==> config.mk <==
export PLATFORM = sky130hd
export DESIGN_NAME = charge_current_ramp_limiter
export DESIGN_NICKNAME = d
export VERILOG_FILES = /design/src/sv/ccrl_pkg.sv /design/src/sv/charge_current_ramp_limiter.sv
export SDC_FILE = /design/constraint.sdc
export NUM_CORES = 1
export LEC_CHECK = 0
export BUFFER_PORTS_ARGS = -buffer_cell sky130_fd_sc_hd__buf_2
export CAP_MARGIN = 25
export CORE_MARGIN = 5
export CORE_UTILIZATION = 50
export CTS_BUF_LIST = sky130_fd_sc_hd__clkbuf_4
export CTS_CLUSTER_DIAMETER = 40
export DETAILED_ROUTE_END_ITERATION = 12
export HOLD_SLACK_MARGIN = 0.12
export PLACE_DENSITY = 0.75
export RECOVER_POWER = 25
export SLEW_MARGIN = 0
export SYNTH_ARGS = -nofsm -noshare
export SYNTH_HDL_FRONTEND = slang
export SYNTH_SLANG_ARGS = --single-unit
==> constraint.sdc <==
create_clock -name clk -period 5.38 [get_ports clk]
set_input_delay 0.269 -clock clk [delete_from_list [all_inputs] [get_ports clk]]
set_output_delay 0.269 -clock clk [all_outputs]
set_load 0.03 [all_outputs]
==> src/sv/ccrl_pkg.sv <==
// Shared types and constants for the charge current ramp limiter.
package ccrl_pkg;

    // Field widths.
    localparam int VoltW     = 10;
    localparam int CurrW     = 8;
    localparam int TickW     = 32;
    localparam int CfgIndexW = 2;
    localparam int CfgDataW  = 32;

    // Packed stream widths.
    localparam int InDataW  = 64;
    localparam int OutDataW = 8;
    localparam int OutUserW = 3;

    // Configuration register indexes.
    localparam logic [CfgIndexW-1:0] RegTargetVoltage = 2'd0;
    localparam logic [CfgIndexW-1:0] RegCvMargin      = 2'd1;
    localparam logic [CfgIndexW-1:0] RegRampStep      = 2'd2;
    localparam logic [CfgIndexW-1:0] RegRampInterval  = 2'd3;

    // Configuration reset values.
    localparam logic [VoltW-1:0] TargetVoltageRst = 10'd400;
    localparam logic [7:0]       CvMarginRst      = 8'd5;
    localparam logic [7:0]       RampStepRst      = 8'd2;
    localparam logic [TickW-1:0] RampIntervalRst  = 32'd100;

    // Charging phase reported with every result.
    typedef enum logic [1:0] {
        PHASE_CC       = 2'd0,
        PHASE_CV       = 2'd1,
        PHASE_OVERVOLT = 2'd2,
        PHASE_SHUTDOWN = 2'd3
    } phase_t;

endpackage

==> src/sv/charge_current_ramp_limiter.sv <==
// Charge current ramp limiter: top level with input stage, update logic and result stage.
//
// One update enters per clock cycle on the s_ side and its result leaves on the m_ side
// after passing through the input register and then the result register.
// Both stages advance whenever the result register is empty or being taken, so the
// block sustains one transfer per cycle. The request level and the last change time
// are updated in the same cycle the update leaves the input register, so the next
// update always sees them. Configuration writes take effect at once and are meant to
// happen while no update is in flight.
module charge_current_ramp_limiter
    import ccrl_pkg::*;
(
    input  logic                 clk,
    input  logic                 rst_n,
    // Input stream.
    input  logic                 s_tvalid,
    output logic                 s_tready,
    // s_tdata: now_ticks[31:0], measured_voltage[41:32], station_current[49:42],
    // battery_current_limit[57:50], zero fill[63:58]
    input  logic [InDataW-1:0]   s_tdata,
    // s_tuser: mode[0]
    input  logic                 s_tuser,
    // Result stream.
    output logic                 m_tvalid,
    input  logic                 m_tready,
    // m_tdata: current_request[7:0]
    output logic [OutDataW-1:0]  m_tdata,
    // m_tuser: phase[1:0], changed[2]
    output logic [OutUserW-1:0]  m_tuser,
    // Configuration write port.
    input  logic                 cfg_we,
    input  logic [CfgIndexW-1:0] cfg_index,
    input  logic [CfgDataW-1:0]  cfg_data
);

    // Configuration registers.
    logic [VoltW-1:0] target_voltage_reg;
    logic [7:0]       cv_margin_reg;
    logic [7:0]       ramp_step_reg;
    logic [TickW-1:0] ramp_interval_reg;

    // Input stage.
    logic             in_valid_reg;
    logic             in_mode_reg;
    logic [TickW-1:0] in_now_reg;
    logic [VoltW-1:0] in_volt_reg;
    logic [CurrW-1:0] in_station_reg;
    logic [CurrW-1:0] in_battery_reg;

    // Controller state.
    logic [CurrW-1:0] level_reg;
    logic [CurrW-1:0] level_next;
    logic [TickW-1:0] last_change_reg;

    // Result stage.
    logic             out_valid_reg;
    logic [CurrW-1:0] out_request_reg;
    phase_t           out_phase_reg;
    logic             out_changed_reg;

    // Update logic.
    logic             advance;
    logic             in_accept;
    logic             work;
    phase_t           phase;
    logic [CurrW-1:0] ceiling;
    logic [CurrW-1:0] goal;
    logic             down_only;
    logic             do_slew;
    logic [TickW-1:0] elapsed;
    logic             interval_ok;
    logic [CurrW-1:0] slew_level;
    logic             changed;
    logic [VoltW:0]   window_sum;

    // Both stages move whenever the result register is free or being taken.
    assign advance   = !out_valid_reg || m_tready;
    assign s_tready  = !in_valid_reg || advance;
    assign in_accept = s_tvalid && s_tready;
    assign work      = in_valid_reg && advance;

    // Configuration writes.
    always_ff @(posedge clk or negedge rst_n)
    begin
        if (!rst_n)
        begin
            target_voltage_reg <= TargetVoltageRst;
            cv_margin_reg      <= CvMarginRst;
            ramp_step_reg      <= RampStepRst;
            ramp_interval_reg  <= RampIntervalRst;
        end
        else if (cfg_we)
        begin
            unique case (cfg_index)
                RegTargetVoltage: target_voltage_reg <= cfg_data[VoltW-1:0];
                RegCvMargin:      cv_margin_reg      <= cfg_data[7:0];
                RegRampStep:      ramp_step_reg      <= cfg_data[7:0];
                RegRampInterval:  ramp_interval_reg  <= cfg_data[TickW-1:0];
                default:          ;
            endcase
        end
    end

    // Phase selection and the goal of the slew.
    always_comb
    begin
        ceiling    = (in_station_reg < in_battery_reg) ? in_station_reg : in_battery_reg;
        window_sum = {1'b0, in_volt_reg} + {3'b000, cv_margin_reg};
        goal       = ceiling;
        down_only  = 1'b0;
        do_slew    = 1'b1;
        if (in_mode_reg)
        begin
            phase     = PHASE_SHUTDOWN;
            goal      = '0;
            down_only = 1'b1;
        end
        else if (window_sum < {1'b0, target_voltage_reg})
        begin
            phase = PHASE_CC;
        end
        else if (in_volt_reg < target_voltage_reg)
        begin
            phase     = PHASE_CV;
            down_only = 1'b1;
        end
        else
        begin
            phase   = PHASE_OVERVOLT;
            do_slew = 1'b0;
        end
    end

    // Slew by at most one step once the ramp interval has passed.
    always_comb
    begin
        elapsed     = in_now_reg - last_change_reg;
        interval_ok = elapsed >= ramp_interval_reg;
        slew_level  = level_reg;
        if (level_reg < goal)
        begin
            if (!down_only)
            begin
                slew_level = ((goal - level_reg) > ramp_step_reg) ?
                             level_reg + ramp_step_reg : goal;
            end
        end
        else if (level_reg > goal)
        begin
            slew_level = ((level_reg - goal) > ramp_step_reg) ?
                         level_reg - ramp_step_reg : goal;
        end
    end

    // New request level; over voltage steps down by one and stops at zero.
    always_comb
    begin
        if (do_slew)
        begin
            level_next = interval_ok ? slew_level : level_reg;
        end
        else
        begin
            level_next = (level_reg != '0) ? level_reg - 8'd1 : level_reg;
        end
        changed = level_next != level_reg;
    end

    // Input register.
    always_ff @(posedge clk or negedge rst_n)
    begin
        if (!rst_n)
        begin
            in_valid_reg <= 1'b0;
        end
        else if (s_tready)
        begin
            in_valid_reg <= s_tvalid;
        end
    end

    always_ff @(posedge clk)
    begin
        if (in_accept)
        begin
            in_mode_reg    <= s_tuser;
            in_now_reg     <= s_tdata[31:0];
            in_volt_reg    <= s_tdata[41:32];
            in_station_reg <= s_tdata[49:42];
            in_battery_reg <= s_tdata[57:50];
        end
    end

    // Controller state; the time is recorded only when a slew moves the level.
    always_ff @(posedge clk or negedge rst_n)
    begin
        if (!rst_n)
        begin
            level_reg       <= '0;
            last_change_reg <= '0;
        end
        else if (work)
        begin
            level_reg <= level_next;
            if (do_slew && changed)
            begin
                last_change_reg <= in_now_reg;
            end
        end
    end

    // Result register.
    always_ff @(posedge clk or negedge rst_n)
    begin
        if (!rst_n)
        begin
            out_valid_reg <= 1'b0;
        end
        else if (advance)
        begin
            out_valid_reg <= in_valid_reg;
        end
    end

    always_ff @(posedge clk)
    begin
        if (work)
        begin
            out_request_reg <= level_next;
            out_phase_reg   <= phase;
            out_changed_reg <= changed;
        end
    end

    assign m_tvalid = out_valid_reg;
    assign m_tdata  = out_request_reg;
    assign m_tuser  = {out_changed_reg, out_phase_reg};

endmodule

# Word-level counts from Yosys, hierarchy flattened
# Cells that the tools add are included.
# totals
ff_bits	170
output_inout_bits	13
# classes
add_sub_neg	7
magnitude_cmp	8
n_eq_ne	4
mux	17
reduce_logical	14
# ops
op	n
$mux W8	10
$ge A32 B32 Y1	1
$sub A32 B32 Y32	1
$gt A8 B8 Y1	3
$sub A8 B8 Y8	3
$lt A8 B8 Y1	2
$add A10 B8 Y11	1
$lt A11 B10 Y1	1
$lt A10 B10 Y1	1
$reduce_and A2 Y1	5
$add A8 B8 Y8	1
$ne A8 B8 Y1	1
$reduce_bool A8 Y1	1
$sub A8 B1 Y8 const B	1
$mux W1	5
$eq A2 B2 Y1 const B	2
$mux W2	2
$logic_and A1 B1 Y1	3
$eq A2 B1 Y1 const B	1
$logic_not A1 Y1	2
$logic_not A2 Y1	1
$logic_or A1 B1 Y1	2

# Logic depth before layout (Yosys ltp)
# depth
depth_word	13
ltp_mapped	28
mapped_depth_nobuf	25

# Worst setup path after synthesis
# Ideal clock, no wire load.
# synth_path
path_kind	reg-to-reg
from	register in_station_reg[4]
to	register out_changed_reg, data pin
arrival_ns	5.472
required_ns	5.114
setup_slack_ns	-0.358
path_stages_with_launch	25
period_less_slack_ns	5.738
path_cell_list	edfxtp_1 > ha_1 > o21ai_0 > nor2_1 > a21oi_4 > mux2i_1 > inv_1 > fa_1 > a21o_1 > a221oi_2 > xnor2_1 > ha_1 > nand2_1 > nor2_1 > a211oi_1 > a21o_1 > buf_2 > mux2_2 > o221a_1 > o31ai_2 > a31oi_1 > or3_1 > buf_6 > buf_6 > o21bai_1
# synth_between
elab_chain_cells	11
# synth_rtl
element	line	rtl
start, declared	charge_current_ramp_limiter.sv:47	logic [CurrW-1:0] in_station_reg;
start signal, assigned	charge_current_ramp_limiter.sv:189	in_station_reg <= s_tdata[49:42];
$lt A8 B8 Y1	charge_current_ramp_limiter.sv:107	ceiling = (in_station_reg < in_battery_reg) ? in_station_reg : in_battery_reg;
$mux W8 (*)	charge_current_ramp_limiter.sv:107	
$mux W8 (*)	charge_current_ramp_limiter.sv:112	if (in_mode_reg)
$sub A8 B8 Y8, on equally long branches	charge_current_ramp_limiter.sv:150, charge_current_ramp_limiter.sv:144	
$gt A8 B8 Y1, on equally long branches	charge_current_ramp_limiter.sv:150, charge_current_ramp_limiter.sv:144	
$mux W8, on equally long branches	charge_current_ramp_limiter.sv:150, charge_current_ramp_limiter.sv:144	
$mux W8, on equally long branches	charge_current_ramp_limiter.sv:148, charge_current_ramp_limiter.sv:142	
$mux W8 (*)	charge_current_ramp_limiter.sv:140	if (level_reg < goal)
$mux W8 (*)	charge_current_ramp_limiter.sv:160	level_next = interval_ok ? slew_level : level_reg;
$mux W8 (*)	charge_current_ramp_limiter.sv:158	if (do_slew)
$ne A8 B8 Y1 (*)	charge_current_ramp_limiter.sv:166	changed = level_next != level_reg;
net changed	charge_current_ramp_limiter.sv:73	logic changed;
end signal, assigned	charge_current_ramp_limiter.sv:231	out_changed_reg <= changed;
end, declared	charge_current_ramp_limiter.sv:59	logic out_changed_reg;
# Mark *: on every way through the listed nets, which the timed path passes. The rest lies on a longest branch.
# A chain may end at the register's enable or synchronous reset.

# Worst setup path in the final report
# layout_path
from	register in_battery_reg[2]
to	register last_change_reg[23]
# layout_between
elab_chain_cells	13
# layout_rtl
element	line	rtl
start, declared	charge_current_ramp_limiter.sv:48	logic [CurrW-1:0] in_battery_reg;
start signal, assigned	charge_current_ramp_limiter.sv:190	in_battery_reg <= s_tdata[57:50];
$lt A8 B8 Y1	charge_current_ramp_limiter.sv:107	
$mux W8 (*)	charge_current_ramp_limiter.sv:107	
$mux W8 (*)	charge_current_ramp_limiter.sv:112	
$sub A8 B8 Y8, on equally long branches	charge_current_ramp_limiter.sv:150, charge_current_ramp_limiter.sv:144	
$gt A8 B8 Y1, on equally long branches	charge_current_ramp_limiter.sv:150, charge_current_ramp_limiter.sv:144	
$mux W8, on equally long branches	charge_current_ramp_limiter.sv:150, charge_current_ramp_limiter.sv:144	
$mux W8, on equally long branches	charge_current_ramp_limiter.sv:148, charge_current_ramp_limiter.sv:142	
$mux W8 (*)	charge_current_ramp_limiter.sv:140	
$mux W8 (*)	charge_current_ramp_limiter.sv:160	
$mux W8 (*)	charge_current_ramp_limiter.sv:158	
$ne A8 B8 Y1 (*)	charge_current_ramp_limiter.sv:166	
$logic_and A1 B1 Y1 (*)	charge_current_ramp_limiter.sv:205	if (do_slew && changed)
$reduce_and A2 Y1 (no source line) (*)	-	
end signal, assigned	charge_current_ramp_limiter.sv:207	last_change_reg <= in_now_reg;
end, declared	charge_current_ramp_limiter.sv:53	logic [TickW-1:0] last_change_reg;
# Mark *: on every way between the ends. The rest lies on a longest branch, timed or not.

==> results_tabular.tex <==
\begin{tabular}{lr}
\hline
Metric & Value \\
\hline
\multicolumn{2}{l}{\textbf{Outcome}} \\
Outcome & finished, violations left \\
Violated checks & max-capacitance violations, max-slew violations, negative setup slack \\
\multicolumn{2}{l}{\textbf{Floorplan}} \\
DIE WIDTH & 168 µm \\
FP Rows & 58 \\
Height of the chip & 168 µm \\
Io pins & 117 \\
Initial standard-cell utilization of the core & between 50 and 60\% \\
Core ar. & 25,000 µm² \\
Total die area & 28,300 µm² \\
\multicolumn{2}{l}{\textbf{Yosys}} \\
Post-synthesis cell count & 1,263 \\
Top-area cell type share of the netlist area & roughly 18\% \\
Average instance area after synthesis & 9.93 µm² \\
Ranking of synthesized cells by area & dfrtp\_1 (18\%), edfxtp\_1 (17\%), ha\_1 (14\%), mux2\_2 (5.5\%), inv\_1 (3.7\%) \\
Number of library cell types mapped by synthesis & 80 \\
Post-synth top area cell & dfrtp\_1 \\
Seq/Total Area, Yosys & 36.8\% \\
Count of state elements after synthesis & between 150 and 200 \\
EDFF count, synth & 70 \\
Syn Std Cell Area & 12,500 µm² \\
Fraction of registers with async set or reset after synthesis & 58.8\% \\
Ys flop type & dfrtp\_1 \\
Total nets after synthesis & 1,516 \\
YS warnings & 0 \\
\multicolumn{2}{l}{\textbf{Global route}} \\
Global-route wire length before repair & 53,700 µm \\
Global route total overflow & 0 \\
Total Routing Usage GR & 23.0\% \\
Number of global-route vias before repair & 10.9k \\
Pin count of the biggest net entering global routing & 70 \\
Antenna violations before repair & 1 \\
\multicolumn{2}{l}{\textbf{Critical path}} \\
Arrival time at the worst endpoint & 6020 ps \\
Worst setup EP type & flip-flop \\
Sort of element at the start of the critical path & flip-flop \\
Setup Crit Path Kind & flip-flop to flip-flop \\
Data required time at the worst endpoint & between 5000 and 6000 ps \\
Largest driver fanout on the critical path & 17 \\
\multicolumn{2}{l}{\textbf{Placed design}} \\
Number of input and output port buffers inserted & 110 \\
Detailed placer's ending HPWL & 23,700 µm \\
Final GP Congestion & 0.940 \\
Worst slack after detailed placement & -480 ps \\
Inst Count DP & roughly 1.8k \\
\multicolumn{2}{l}{\textbf{Route}} \\
Total via count after detailed routing & between 10k and 15k \\
Total Routed Length & 33,000 µm \\
Final ANT Viol Nets & 0 \\
Number of violations reported at the end of detailed-routing iteration 0 & 892 \\
Detailed-router iteration count before antenna repair & 5 \\
Routed via count divided by cell count & between 5 and 6 \\
DR DRC count & 0 \\
Average wire per standard cell & approximately 17 µm \\
\multicolumn{2}{l}{\textbf{STA}} \\
Setup slack of the critical path after layout & -151 ps \\
Total count of hold-check failures in the final report & 0 \\
Setup violations, final & 34 \\
Max-slew violations & 33 \\
Clock Skews & 27.7 ps \\
Share of the cycle needed by the critical path after routing & 103\% \\
Actual transition at the worst max-transition pin & 1870 ps \\
Final hold slack & 190 ps \\
Final worst path period need & approximately 5500 ps \\
Setup repair after global routing missed its margin & yes \\
Maximum clock frequency & 181 MHz \\
Slew HR & -24.5\% \\
\multicolumn{2}{l}{\textbf{Clock tree}} \\
Clock Latency Late Sink & 580 ps \\
Clock Root Buffer & clkbuf\_4 \\
Number of clock sinks seen by CTS & 170 \\
Maximum level of the CTS H-tree & 4 \\
TritonCTS clock tree & yes \\
TritonCTS Buffers & 17 \\
Clk slew on worst S/H paths & 140 ps \\
Number of buffers on the longest clock path & 2 \\
\multicolumn{2}{l}{\textbf{Pwr}} \\
Power Dens Cells & 707 nW/µm² \\
Comb power frac & 75.8\% \\
Final Total Pwr & 11.3 mW \\
Clock network power share & 6.7\% \\
Pint & 6.02 mW \\
Max VDD drop & 0.000676 V \\
Share of total power in sequential cells & 17.4\% \\
Switching power of the nets & roughly 5.3 mW \\
Switching power as a share of total power & a little under half \\
Pleak & between 7 and 8 nW \\
\multicolumn{2}{l}{\textbf{Cells and area}} \\
Final core utilization & 64.2\% \\
FF+latch area & 4620 µm² \\
Synthesis-to-layout area growth & 27.8\% \\
Total area of multi-input combinational cells & between 7000 and 8000 µm² \\
Filler cell count & between 1.5k and 2k \\
Final nets & around 1.8k \\
Post-route insts no fill & 1,914 \\
Proportion of layout cells with a drive suffix above 1 & 27.4\% \\
\multicolumn{2}{l}{\textbf{Run}} \\
MaxCap Viol Count & 1 \\
\multicolumn{2}{l}{\textbf{Min path}} \\
Hold Path Class & input pin to flip-flop \\
\hline
\end{tabular}
-- cells in the final DEF, fill, tap and decap left out, types with 14 or more instances in the layout --
cell type	count
nand3_1	14
buf_2	108
clkbuf_4	21
a21o_1	21
nand2_1	109
nand2b_1	14
a2bb2oi_1	32
inv_1	121
nor2_1	47
ha_1	135
a21oi_1	64
buf_4	121
edfxtp_1	70
nor2b_1	21
o21ai_0	40
xnor2_1	39
xor2_1	21
dfrtp_1	91
o311ai_1	23
o211ai_1	34
dlygate4sd3_1	95
mux2_2	59
-- metrics by stage --
stage          setup TNS (ps)  cell area (µm²)
6_report                -3510            16000
5_1_grt                -13940            16000
3_5_place_dp           -15150            14400
4_1_cts                  -605            15800
3_3_place_gp            -9380            14400
2_1_floorplan            -145            12700
-- final timing paths --
path / from / endpoint / slack (ps) / cells after the start
worst max-delay path: in_battery_reg[2] / last_change_reg[23] / -150 / 27
worst min-delay path: cfg_index[0] / target_voltage_reg[8] / 190 / 5
worst max register to register: in_battery_reg[2] / last_change_reg[23] / -150 / 27
worst min register to register: ramp_interval_reg[4] / ramp_interval_reg[4] / 520 / 1
max in group asynchronous: rst_n / ramp_step_reg[4] / 2870 / 3
min in group asynchronous: rst_n / ramp_interval_reg[29] / 720 / 2
-- per-layer routing --
layer | up-vias | GRT usage [%] | wire length, µm
met5 | - | 0 | 0
met4 | 0 | 8.15 | 979
met3 | 87 | 3.10 | 1900
met2 | 396 | 38.0 | 15800
met1 | 5195 | 31.2 | 14400
li1 | 5251 | - | -
-- cell usage after synthesis, types with 6 or more instances --
cell and instances:
mux2_2 61, o311ai_0 33, nor2b_1 21, mux2i_1 17
o21ai_0 47, and3_1 8, ha_1 143, nand2_1 111
nand4_1 9, o211ai_1 34, edfxtp_1 70, or3_1 12
a21oi_1 71, xnor2_1 39, a211oi_1 18, fa_1 6
nand3_1 16, a2bb2oi_1 33, o21bai_1 11, nor3_1 13
o211ai_2 7, nor2_1 48, dfstp_2 9, o21a_1 11
nand2b_1 14, a21o_1 22, xor2_1 21, dfrtp_1 91
clkbuf_1 32, buf_2 8, inv_1 125
-- layout make-up --
class                      count  share of cell area [%]
multi-input combinational    918                    47.8
sequential                   170                    28.8
timing repair buffer         337                    16.2
inverter                     126                    2.95
tap                          330                    2.58
clock buffer                  21                   0.983
clock inverter                11                   0.765
antenna                        1                  0.0156
-- power groups by stage --
stage | Combinational (mW) | Sequential [mW] | Clock (mW)
6_report | 8.60 | 1.98 | 0.762
5_1_grt | 9.38 | 2.01 | 0.839
4_1_cts | 8.10 | 1.97 | 0.787
3_5_place_dp | 7.61 | 2.00 | 0
3_3_place_gp | 7.40 | 1.98 | 0
2_1_floorplan | 5.38 | 2.02 | 0
-- kinds of logic (layout without fill, tap and decap cells) --
group / Yosys count / in the layout / share of synthesized area, %
other cells: 0 / 1 / 0
fa+ha+maj: 149 / 149 / 15.2
mux: 79 / 79 / 6.95
flops: 170 / 170 / 36.8
compound gates: 357 / 357 / 20.9
simple gates: 273 / 273 / 10.3
buf+inv: 175 / 495 / 5.62
xor+xnor: 60 / 60 / 4.19
-- worst max-delay path, stage by stage (launching register included) --
cell	delay (ps)
edfxtp_1	380
inv_1	130
ha_4	230
a21oi_1	210
o21ai_2	110
a21oi_4	180
buf_6	160
mux2i_4	260
inv_1	90
ha_1	320
and3_4	170
a221o_1	310
a21oi_2	150
xnor2_1	160
ha_1	310
nand2_1	90
nor2_1	50
a211oi_2	260
buf_4	170
a2111oi_2	50
buf_4	160
a211oi_4	240
a211oi_1	90
o31ai_2	260
a31oi_2	140
or3_4	390
buf_12	170
o211ai_1	190
-- what timing repair did --
item                                    4_1_cts  5_1_grt
endpoints found under the hold margin       150        0
endpoints found under the setup margin       48       45
pin swaps                                    18        8
buffers inserted                              6        1
hold buffers                                 95        0
gates resized for setup                      50       43
Note: power is estimated with default switching activity, not from simulation.
